--- config.mk ---
export PLATFORM = sky130hd
export DESIGN_NAME = due_date_priority_queue
export DESIGN_NICKNAME = d
export VERILOG_FILES = /design/src/rtl/ddpq_pkg.sv /design/src/rtl/due_date_priority_queue.sv /design/src/rtl/ddpq_cell.sv
export SDC_FILE = /design/constraint.sdc
export NUM_CORES = 2
export LEC_CHECK = 0
export BUFFER_PORTS_ARGS = -buffer_cell sky130_fd_sc_hd__buf_4
export CAP_MARGIN = 25
export CORE_MARGIN = 2
export CORE_UTILIZATION = 60
export CTS_BUF_LIST = sky130_fd_sc_hd__clkbuf_2
export DETAILED_ROUTE_END_ITERATION = 6
export GPL_TIMING_DRIVEN = 0
export PLACE_DENSITY = 0.82
export REMOVE_ABC_BUFFERS = 1
export SYNTH_ARGS = -nofsm -noshare
export SYNTH_HDL_FRONTEND = slang
export SYNTH_SLANG_ARGS = --single-unit
--- constraint.sdc ---
create_clock -name clk -period 11.8 [get_ports clk]
set_clock_uncertainty 0.1 [all_clocks]
set_input_delay 3.54 -clock clk [delete_from_list [all_inputs] [get_ports clk]]
set_output_delay 3.54 -clock clk [all_outputs]
set_load 0.02 [all_outputs]
--- src/rtl/ddpq_pkg.sv ---
// Types, codes and the rank compare shared by the due date priority queue.
package ddpq_pkg;

  localparam int DEFAULT_CAPACITY = 16;
  localparam int COUNT_W          = 5;

  // operation codes (in_tuser)
  localparam logic FUNC_ENQ = 1'b0;
  localparam logic FUNC_DEQ = 1'b1;

  // status codes
  localparam logic [1:0] ST_OK    = 2'd0;
  localparam logic [1:0] ST_EMPTY = 2'd1;
  localparam logic [1:0] ST_FULL  = 2'd2;

  // one queue entry, year in the lowest bits
  typedef struct packed {
    logic [7:0]  tag;
    logic [15:0] points;
    logic [4:0]  day;
    logic [3:0]  month;
    logic [13:0] year;
  } entry_t;

  // result word on out_tdata, status in the lowest bits
  typedef struct packed {
    logic [1:0]         pad;
    entry_t             head;
    logic [COUNT_W-1:0] count;
    logic [1:0]         status;
  } out_data_t;

  // per-cycle command broadcast to every cell
  typedef struct packed {
    logic enq;
    logic deq;
  } cell_ctrl_t;

  // true when a ranks strictly above b
  function automatic logic ranks_above(entry_t a, entry_t b);
    logic r;
    if (a.year != b.year)        r = a.year < b.year;
    else if (a.month != b.month) r = a.month < b.month;
    else if (a.day != b.day)     r = a.day < b.day;
    else                         r = a.points > b.points;
    return r;
  endfunction

endpackage

--- src/rtl/due_date_priority_queue.sv ---
// Top level of the due date priority queue: cell chain, count and result register.
//
// Usage:
//   Requests arrive on in_*: in_tuser selects the operation (0 enqueue,
//   1 dequeue), in_tdata carries the entry (year, month, day, points, tag).
//   Entries are kept sorted in a chain of CAPACITY cells: earlier date first,
//   more points first on equal dates, arrival order on equal keys.
//   Each request yields one result on out_*: status, count after the
//   request and the new head entry; out_tuser flags a non-empty queue, and
//   the head fields read zero when it is clear.
//   The result is valid in the cycle after the request is taken.
//   Throughput: one request per cycle while out_tready is high; every cell
//   compares and shifts in the same cycle, whatever the chain length.
//   A dequeue on an empty queue or an enqueue on a full one leaves the
//   queue as it was and reports it in status.
//   Reset (rst_n low, synchronous) empties the queue and drops any pending
//   result. While out_tready is low a result is held and in_tready stays
//   low; a new request is taken in the same cycle a result leaves.
module due_date_priority_queue
  import ddpq_pkg::*;
#(
  parameter int CAPACITY = DEFAULT_CAPACITY
) (
  input  logic        clk,
  input  logic        rst_n,
  input  logic        in_tvalid,
  output logic        in_tready,
  input  logic [47:0] in_tdata,   // year[13:0] month[17:14] day[22:18] points[38:23] tag[46:39]
  input  logic        in_tuser,   // func
  output logic        out_tvalid,
  input  logic        out_tready,
  output logic [55:0] out_tdata,  // status[1:0] entry_count[6:2] year[20:7] month[24:21]
                                  // day[29:25] points[45:30] tag[53:46]
  output logic        out_tuser   // head_valid
);

  localparam int CNT_W = $clog2(CAPACITY + 1);

  entry_t entry_w [CAPACITY];
  logic   occ_w   [CAPACITY];
  logic   ge_w    [CAPACITY];

  entry_t     new_entry;
  cell_ctrl_t ctrl;
  logic       accept, full, empty;

  logic [CNT_W-1:0] count_r, count_nxt;
  logic [1:0]       status_r, status_nxt;
  logic             out_valid_r;

  out_data_t out_word;

  assign new_entry = entry_t'(in_tdata[46:0]);
  assign in_tready = !out_valid_r || out_tready;
  assign accept    = in_tvalid && in_tready;
  assign full      = occ_w[CAPACITY-1];
  assign empty     = !occ_w[0];

  assign ctrl.enq = accept && (in_tuser == FUNC_ENQ) && !full;
  assign ctrl.deq = accept && (in_tuser == FUNC_DEQ) && !empty;

  // cell chain: left neighbor feeds inserts, right neighbor feeds pops
  for (genvar i = 0; i < CAPACITY; i++) begin : g_cell
    entry_t left_e, right_e;
    logic   left_o, left_g, right_o;
    if (i == 0) begin : g_first
      assign left_e = '0;
      assign left_o = 1'b1;
      assign left_g = 1'b1;
    end else begin : g_mid
      assign left_e = entry_w[i-1];
      assign left_o = occ_w[i-1];
      assign left_g = ge_w[i-1];
    end
    if (i == CAPACITY - 1) begin : g_last
      assign right_e = '0;
      assign right_o = 1'b0;
    end else begin : g_inner
      assign right_e = entry_w[i+1];
      assign right_o = occ_w[i+1];
    end
    ddpq_cell u_cell (
      .clk         (clk),
      .rst_n       (rst_n),
      .ctrl        (ctrl),
      .new_entry   (new_entry),
      .left_entry  (left_e),
      .left_occ    (left_o),
      .left_ge     (left_g),
      .right_entry (right_e),
      .right_occ   (right_o),
      .entry       (entry_w[i]),
      .occ         (occ_w[i]),
      .ge          (ge_w[i])
    );
  end

  // count and status of the request being taken
  always_comb begin
    count_nxt  = count_r;
    status_nxt = status_r;
    if (accept) begin
      status_nxt = ST_OK;
      if (in_tuser == FUNC_ENQ) begin
        if (full) status_nxt = ST_FULL;
        else      count_nxt  = count_r + CNT_W'(1);
      end else begin
        if (empty) status_nxt = ST_EMPTY;
        else       count_nxt  = count_r - CNT_W'(1);
      end
    end
  end

  always_ff @(posedge clk) begin
    if (!rst_n) begin
      count_r     <= '0;
      out_valid_r <= 1'b0;
    end else begin
      count_r <= count_nxt;
      if (accept) begin
        out_valid_r <= 1'b1;
      end else if (out_tready) begin
        out_valid_r <= 1'b0;
      end
    end
  end

  always_ff @(posedge clk) begin
    status_r <= status_nxt;
  end

  // head is read straight from cell 0, which only moves on a new request
  always_comb begin
    out_word        = '0;
    out_word.status = status_r;
    out_word.count  = COUNT_W'(count_r);
    out_word.head   = occ_w[0] ? entry_w[0] : '0;
  end

  assign out_tvalid = out_valid_r;
  assign out_tdata  = out_word;
  assign out_tuser  = occ_w[0];

endmodule

--- src/rtl/ddpq_cell.sv ---
// One slot of the sorted chain: holds an entry, shifts on insert or pop.
module ddpq_cell
  import ddpq_pkg::*;
(
  input  logic       clk,
  input  logic       rst_n,
  input  cell_ctrl_t ctrl,
  input  entry_t     new_entry,
  input  entry_t     left_entry,
  input  logic       left_occ,
  input  logic       left_ge,
  input  entry_t     right_entry,
  input  logic       right_occ,
  output entry_t     entry,
  output logic       occ,
  output logic       ge
);

  entry_t entry_r, entry_nxt;
  logic   occ_r, occ_nxt;

  // held entry ranks at least as high as the new one: new goes behind it
  assign ge = occ_r && !ranks_above(new_entry, entry_r);

  always_comb begin
    entry_nxt = entry_r;
    occ_nxt   = occ_r;
    if (ctrl.enq) begin
      occ_nxt = occ_r | left_occ;
      if (!ge) begin
        entry_nxt = left_ge ? new_entry : left_entry;
      end
    end else if (ctrl.deq) begin
      entry_nxt = right_entry;
      occ_nxt   = right_occ;
    end
  end

  always_ff @(posedge clk) begin
    if (!rst_n) begin
      occ_r <= 1'b0;
    end else begin
      occ_r <= occ_nxt;
    end
  end

  always_ff @(posedge clk) begin
    entry_r <= entry_nxt;
  end

  assign entry = entry_r;
  assign occ   = occ_r;

endmodule

Yosys cells after proc, flatten, opt, wreduce, memory -nomap -nowiden
Cells that the tools add are included.
{"block": "word_totals", "inputBits": 53, "ff_bits": 776, "elab_cells": 458}
{"block": "classes", "n_reduce_logical": 59, "muxes": 152, "magnitude_cmp": 64, "bitwise_logic": 16, "n_eq_ne": 66, "add_sub_neg": 2}
{"op": "$mux 47", "n": 64}
{"op": "$gt 16x16->1", "n": 16}
{"op": "$lt 14x14->1", "n": 16}
{"op": "$ne 14x14->1", "n": 16}
{"op": "$mux 1", "n": 83}
{"op": "$lt 5x5->1", "n": 16}
{"op": "$ne 5x5->1", "n": 16}
{"op": "$lt 4x4->1", "n": 16}
{"op": "$ne 4x4->1", "n": 16}
{"op": "$ne 2x2->1 const B", "n": 17}
{"op": "$reduce_and 2->1", "n": 16}
{"op": "$logic_and 1x1->1", "n": 21}
{"op": "$logic_not 1->1", "n": 18}
{"op": "$mux 5", "n": 3}
{"op": "$or 1x1->1", "n": 15}
{"op": "$add 5x1->5 const B", "n": 1}
{"op": "$sub 5x1->5 const B", "n": 1}
{"op": "$mux 2", "n": 2}
{"op": "$reduce_bool 2->1", "n": 2}
{"op": "$reduce_and 3->1", "n": 1}
{"op": "$ne 2x1->1 const B", "n": 1}
{"op": "$logic_or 1x1->1", "n": 1}
{"op": "$not 1->1", "n": 1}

Logic depth before layout (Yosys ltp)
{"block": "logic_depth", "ltp_word": 9, "depth_mapped": 13, "ltp_nobuf": 10}

Hierarchy
From an unflattened synthesis, not the netlist that was laid out.
{"block": "unflattened", "cells_unflattened": 5752, "area_unflattened_um2": 55899.9}
{"module": "ddpq_cell (g_cell[0].u_cell ...)", "n_inst": 14, "area_each_um2": 3445.8, "seq_area_each_um2": 1431.4, "cells_per_inst": 353}
{"module": "ddpq_cell (g_cell[8].u_cell ...)", "n_inst": 2, "area_each_um2": 3424.5, "seq_area_each_um2": 1431.4, "cells_per_inst": 355}
{"module": "due_date_priority_queue", "n_inst": 1, "area_each_um2": 809.5, "seq_area_each_um2": 180.2, "cells_per_inst": 100}

Worst setup path after synthesis
OpenSTA, ideal clock, no wires.
{"block": "synth_timing", "path_kind": "input-to-reg", "startpoint": "input port in_tdata[23]", "endpoint": "register g_cell[0].u_cell.entry_r (netlist bit g_cell[0].u_cell.entry[0]), enable pin", "path_stages": 12, "setup_ns": 0.517, "arrival_time_ns": 8.935, "required_time_ns": 11.183, "n_path_buf": 3, "setup_slack_ns": 2.249, "path_cell_list": "clkbuf_1 -> inv_1 -> ha_1 -> nor2b_1 -> o211ai_1 -> a21oi_1 -> o21ai_0 -> a2111oi_0 -> nor3_1 -> buf_2 -> buf_2 -> o21ai_0"}
{"block": "synth_between", "elab_chain_cells": 8}
{"element": "start, declared", "line_no": "due_date_priority_queue.sv:28", "source": "input logic [47:0] in_tdata,"}
{"element": "$gt 16x16->1", "line_no": "ddpq_pkg.sv:45", "source": "else r = a.points > b.points;"}
{"element": "$mux 1", "line_no": "ddpq_pkg.sv:44", "source": "else if (a.day != b.day) r = a.day < b.day;"}
{"element": "$mux 1", "line_no": "ddpq_pkg.sv:43", "source": "else if (a.month != b.month) r = a.month < b.month;"}
{"element": "$mux 1", "line_no": "ddpq_pkg.sv:42", "source": "if (a.year != b.year) r = a.year < b.year;"}
{"element": "$logic_not 1->1", "line_no": "ddpq_cell.sv:23", "source": "assign ge = occ_r && !ranks_above(new_entry, entry_r);"}
{"element": "$logic_and 1x1->1", "line_no": "ddpq_cell.sv:23"}
{"element": "$ne 2x2->1 (no line)"}
{"element": "$reduce_and 2->1 (no line)"}
{"element": "end signal, assigned", "line_no": "ddpq_cell.sv:48", "source": "entry_r <= entry_nxt;"}
{"element": "end, declared", "line_no": "ddpq_cell.sv:19", "source": "entry_t entry_r, entry_nxt;"}
Every way passes these cells.
A chain may end at the register's enable or synchronous reset.

Final worst setup path
{"block": "layout_timing", "startpoint": "input port out_tready", "endpoint": "output port in_tready"}
{"block": "layout_between", "elab_chain_cells": 1}
{"element": "start, declared", "line_no": "due_date_priority_queue.sv:31", "source": "input logic out_tready,"}
{"element": "$logic_or 1x1->1", "line_no": "due_date_priority_queue.sv:54", "source": "assign in_tready = !out_valid_r || out_tready;"}
{"element": "end, declared", "line_no": "due_date_priority_queue.sv:27", "source": "output logic in_tready,"}
Every way passes these cells.

==> summary.txt <==
Status
  – Status: finished clean

Global routing
  – Pin count of the biggest net entering global routing: 93
  – First-pass GRT wire length: 253 mm
  – Initial antenna violation count: 2
  – GRT Total Usage: 34.5%
  – Congestion Overflow GR: 0
  – Number of global-route vias before repair: 45,389

Detailed routing
  – DRT iter0 DRCs: 6,384
  – WL/cell: between 20 and 25 µm
  – DR vias: around 46,000
  – Routed Antenna Nets: 0
  – Avg Vias per Cell: around 6.5
  – Residual DRC: 0
  – Total wire length: roughly 160 mm
  – Drt first pass iters: 6

Setup path
  – Critical Path RT: 8.16 ns
  – Worst setup path class: primary input to output pin
  – Crit. End Element: output pin
  – Worst endpoint data arrival time: 4.01 ns
  – Startpoint Class: primary input
  – Worst Path Max Fanout: 3

Timing
  – Worst slew pin tran: 1.12 ns
  – Final TNS setup: 0 ns
  – Final hold vios: 0
  – Pins over their slew limit: 0
  – Period utilization: between 60% and 70%
  – Tmin final: roughly 7.6 ns
  – Unrepaired setup endpoints after global routing: no
  – Fmax: between 0.1 and 0.15 GHz
  – Relative slew slack: about a quarter
  – Final setup fails: 0
  – Worst setup margin: approximately 4.2 ns

CTS
  – CTS H-tree lvls: 4
  – Cts-stage hold buffer count: 0
  – Setup Buffers After CTS: 0
  – Clock latency on the worst-skew pair: between 1.5 and 2 ns
  – CTS sink count: roughly 780
  – Root Buffer: clkbuf_2
  – Cts repair resizes: 0
  – Clk buf depth: 3
  – CTS tree: built
  – CTS Buf Count: 205
  – Clk slew on worst S/H paths: about 0.1 ns

Placement
  – HPWL Detailed: approximately 110 mm
  – RD Place Congestion: between 0.9 and 1
  – PortBufs: approximately 110
  – Dpl ws: between 3 and 4 ns

Logic synthesis
  – #FFs+latches synth: roughly 780
  – Ys Warns: 0
  – Top_reg_cell synth: edfxtp_1
  – Cell count after synthesis: between 5,000 and 6,000
  – Post-synthesis sequential area ratio: a little over two fifths
  – Count of different cell masters after synthesis: 61
  – Post-synth EDFFs: between 700 and 800
  – Cell Area, Synth: 0.0546 mm²
  – Avg Inst Size Synth: 9.56 µm²
  – Synth async-reset ratio: 0%

Power
  – Net Switching: between 2000 and 2500 µW
  – Max IR drop VDD: 0.108 mV
  – Sequential power share: just under 50%
  – Pleak: approximately 0.027 µW
  – Clk pwr share: ~29%
  – Sw Ratio: between 30% and 40%
  – Pint: ~4700 µW
  – Combinational share of power: a little under a quarter
  – Cell area power density: around 120 mW/mm²

Floorplanning
  – Die H: between 300 and 400 µm
  – I/O Pins: around 110
  – Core area: approximately 0.09 mm²
  – Chip width: between 300 and 400 µm
  – Initial Util: 60.6%
  – Row Count: 110
  – Die area: roughly 0.093 mm²

Layout
  – Final net count: about 6,500
  – Area Overhead vs Synth: 10.3%
  – Layout Utilization: between 60% and 70%
  – Share of cells above drive strength 1: about 10%

Min path
  – Worst min path class: register to register

Run
  – Max-Cap Viols: 0
==> worst max-delay path: stages <==
cell	delay, ns
buf_4	0.11
nand2b_1	0.18
buf_4	0.18
==> cells by family after synthesis <==
logic type	count (synthesis)	share of synthesized area, %
buffers and inverters	935	6.86
AOI/OAI and AO/OA	1302	14.1
DFF	776	42.3
and+or+nand+nor	1486	11.9
xor gates and xnor gates	5	0.0803
muxes	611	11.2
adders and majority gates	589	13.5
other	1	0.00687
==> state kept, by name (all words and copies together) (netlist names) <==
signal / cells
status_r: 2
count_r: 5
out_tvalid: 1
g_cell.u_cell.occ: 16
g_cell.u_cell.entry: 752
==> cells in the mapped netlist (all sizes together), types with 9 or more instances <==
cell type    n  area [µm²]
o2111ai     10        87.6
edfxtp     754       22600
mux2i      611        6120
o211ai      41         308
and2        74         463
nand2      629        2360
dfxtp       22         440
o21a        14         105
a211oi      30         225
o31ai       37         278
a22oi       95         713
nor2       433        1630
nand4      101         632
ha         588        7360
o221ai      39         342
a21oi      399        2000
nand3      133         666
a2111oi      9        78.8
a21o        61         458
o21ai      507        2540
o22ai        9        56.3
nor4        11        68.8
inv        599        2250
nand2b      12        75.1
nor2b       35         219
clkbuf     249         935
buf         87         562
nor3        21         110
and4        17         149
==> per-stage QoR <==
step                      cells  total power, µW  hold slack [ns]  area (µm²)
final                      7158             7140            0.360       60200
after floorplan            5370             4590            0.340       53100
after CTS                  7152             7100            0.373       60100
after detailed placement   6778             5070            0.380       58200
after global placement     6654             5150            0.359       55300
after global routing       7158             7430            0.406       60200
==> worst paths after layout <==
check,start,to,slack (ns),cells after the start
worst min register to register,g_cell[2].u_cell.entry[41]$_DFFE_PP_,g_cell[1].u_cell.entry[41]$_DFFE_PP_,0.36,2
worst max register to register,g_cell[13].u_cell.entry[38]$_DFFE_PP_,g_cell[14].u_cell.entry[33]$_DFFE_PP_,6.90,14
worst max-delay path,out_tready,in_tready,4.16,3
worst min-delay path,g_cell[2].u_cell.entry[41]$_DFFE_PP_,g_cell[1].u_cell.entry[41]$_DFFE_PP_,0.36,2
==> metal layers <==
layer | vias up | global-route usage, % | wire length (µm)
met3 | 526 | 7.52 | 18600
met4 | 2 | 19.6 | 9490
met5 | - | 0 | 11
met2 | 2888 | 51.7 | 71200
li1 | 20858 | - | -
met1 | 22123 | 46.3 | 64400
==> cell usage in the layout (no fill, tap or decap), drive strengths merged, types with 21 or more instances in the layout <==
| master | netlist | final |
|---|---|---|
| o221ai | 39 | 39 |
| nand4 | 101 | 101 |
| o211ai | 41 | 41 |
| clkbuf | 249 | 311 |
| a21oi | 399 | 399 |
| o31ai | 37 | 37 |
| nor3 | 21 | 21 |
| nor2b | 35 | 35 |
| a22oi | 95 | 95 |
| and2 | 74 | 74 |
| nand2 | 629 | 629 |
| dfxtp | 22 | 22 |
| nand3 | 133 | 133 |
| mux2i | 611 | 611 |
| edfxtp | 754 | 754 |
| a211oi | 30 | 30 |
| inv | 599 | 604 |
| buf | 87 | 232 |
| clkinv | 0 | 56 |
| a21o | 61 | 61 |
| ha | 588 | 588 |
| nor2 | 433 | 433 |
| o21ai | 507 | 507 |
==> power by group through the flow <==
stage / Clock, µW / Combinational (µW) / Sequential, µW
global route: 2180 / 1790 / 3460
floorplan: 0 / 1120 / 3470
CTS: 2070 / 1600 / 3430
finish: 2050 / 1650 / 3440
global placement: 0 / 1610 / 3540
detailed placement: 0 / 1580 / 3490
==> area by class of cell <==
| type | count | area (µm²) |
|---|---|---|
| Clock inverter | 68 | 405 |
| Tap cell | 1176 | 1470 |
| Inverter | 599 | 2250 |
| Multi-Input combinational cell | 3995 | 28100 |
| Fill cell | 6641 | 29800 |
| Antenna cell | 1 | 2.50 |
| Clock buffer | 306 | 1530 |
| Sequential cell | 776 | 23100 |
| Timing Repair Buffer | 237 | 3360 |
Power figures use the tool's default switching activity.
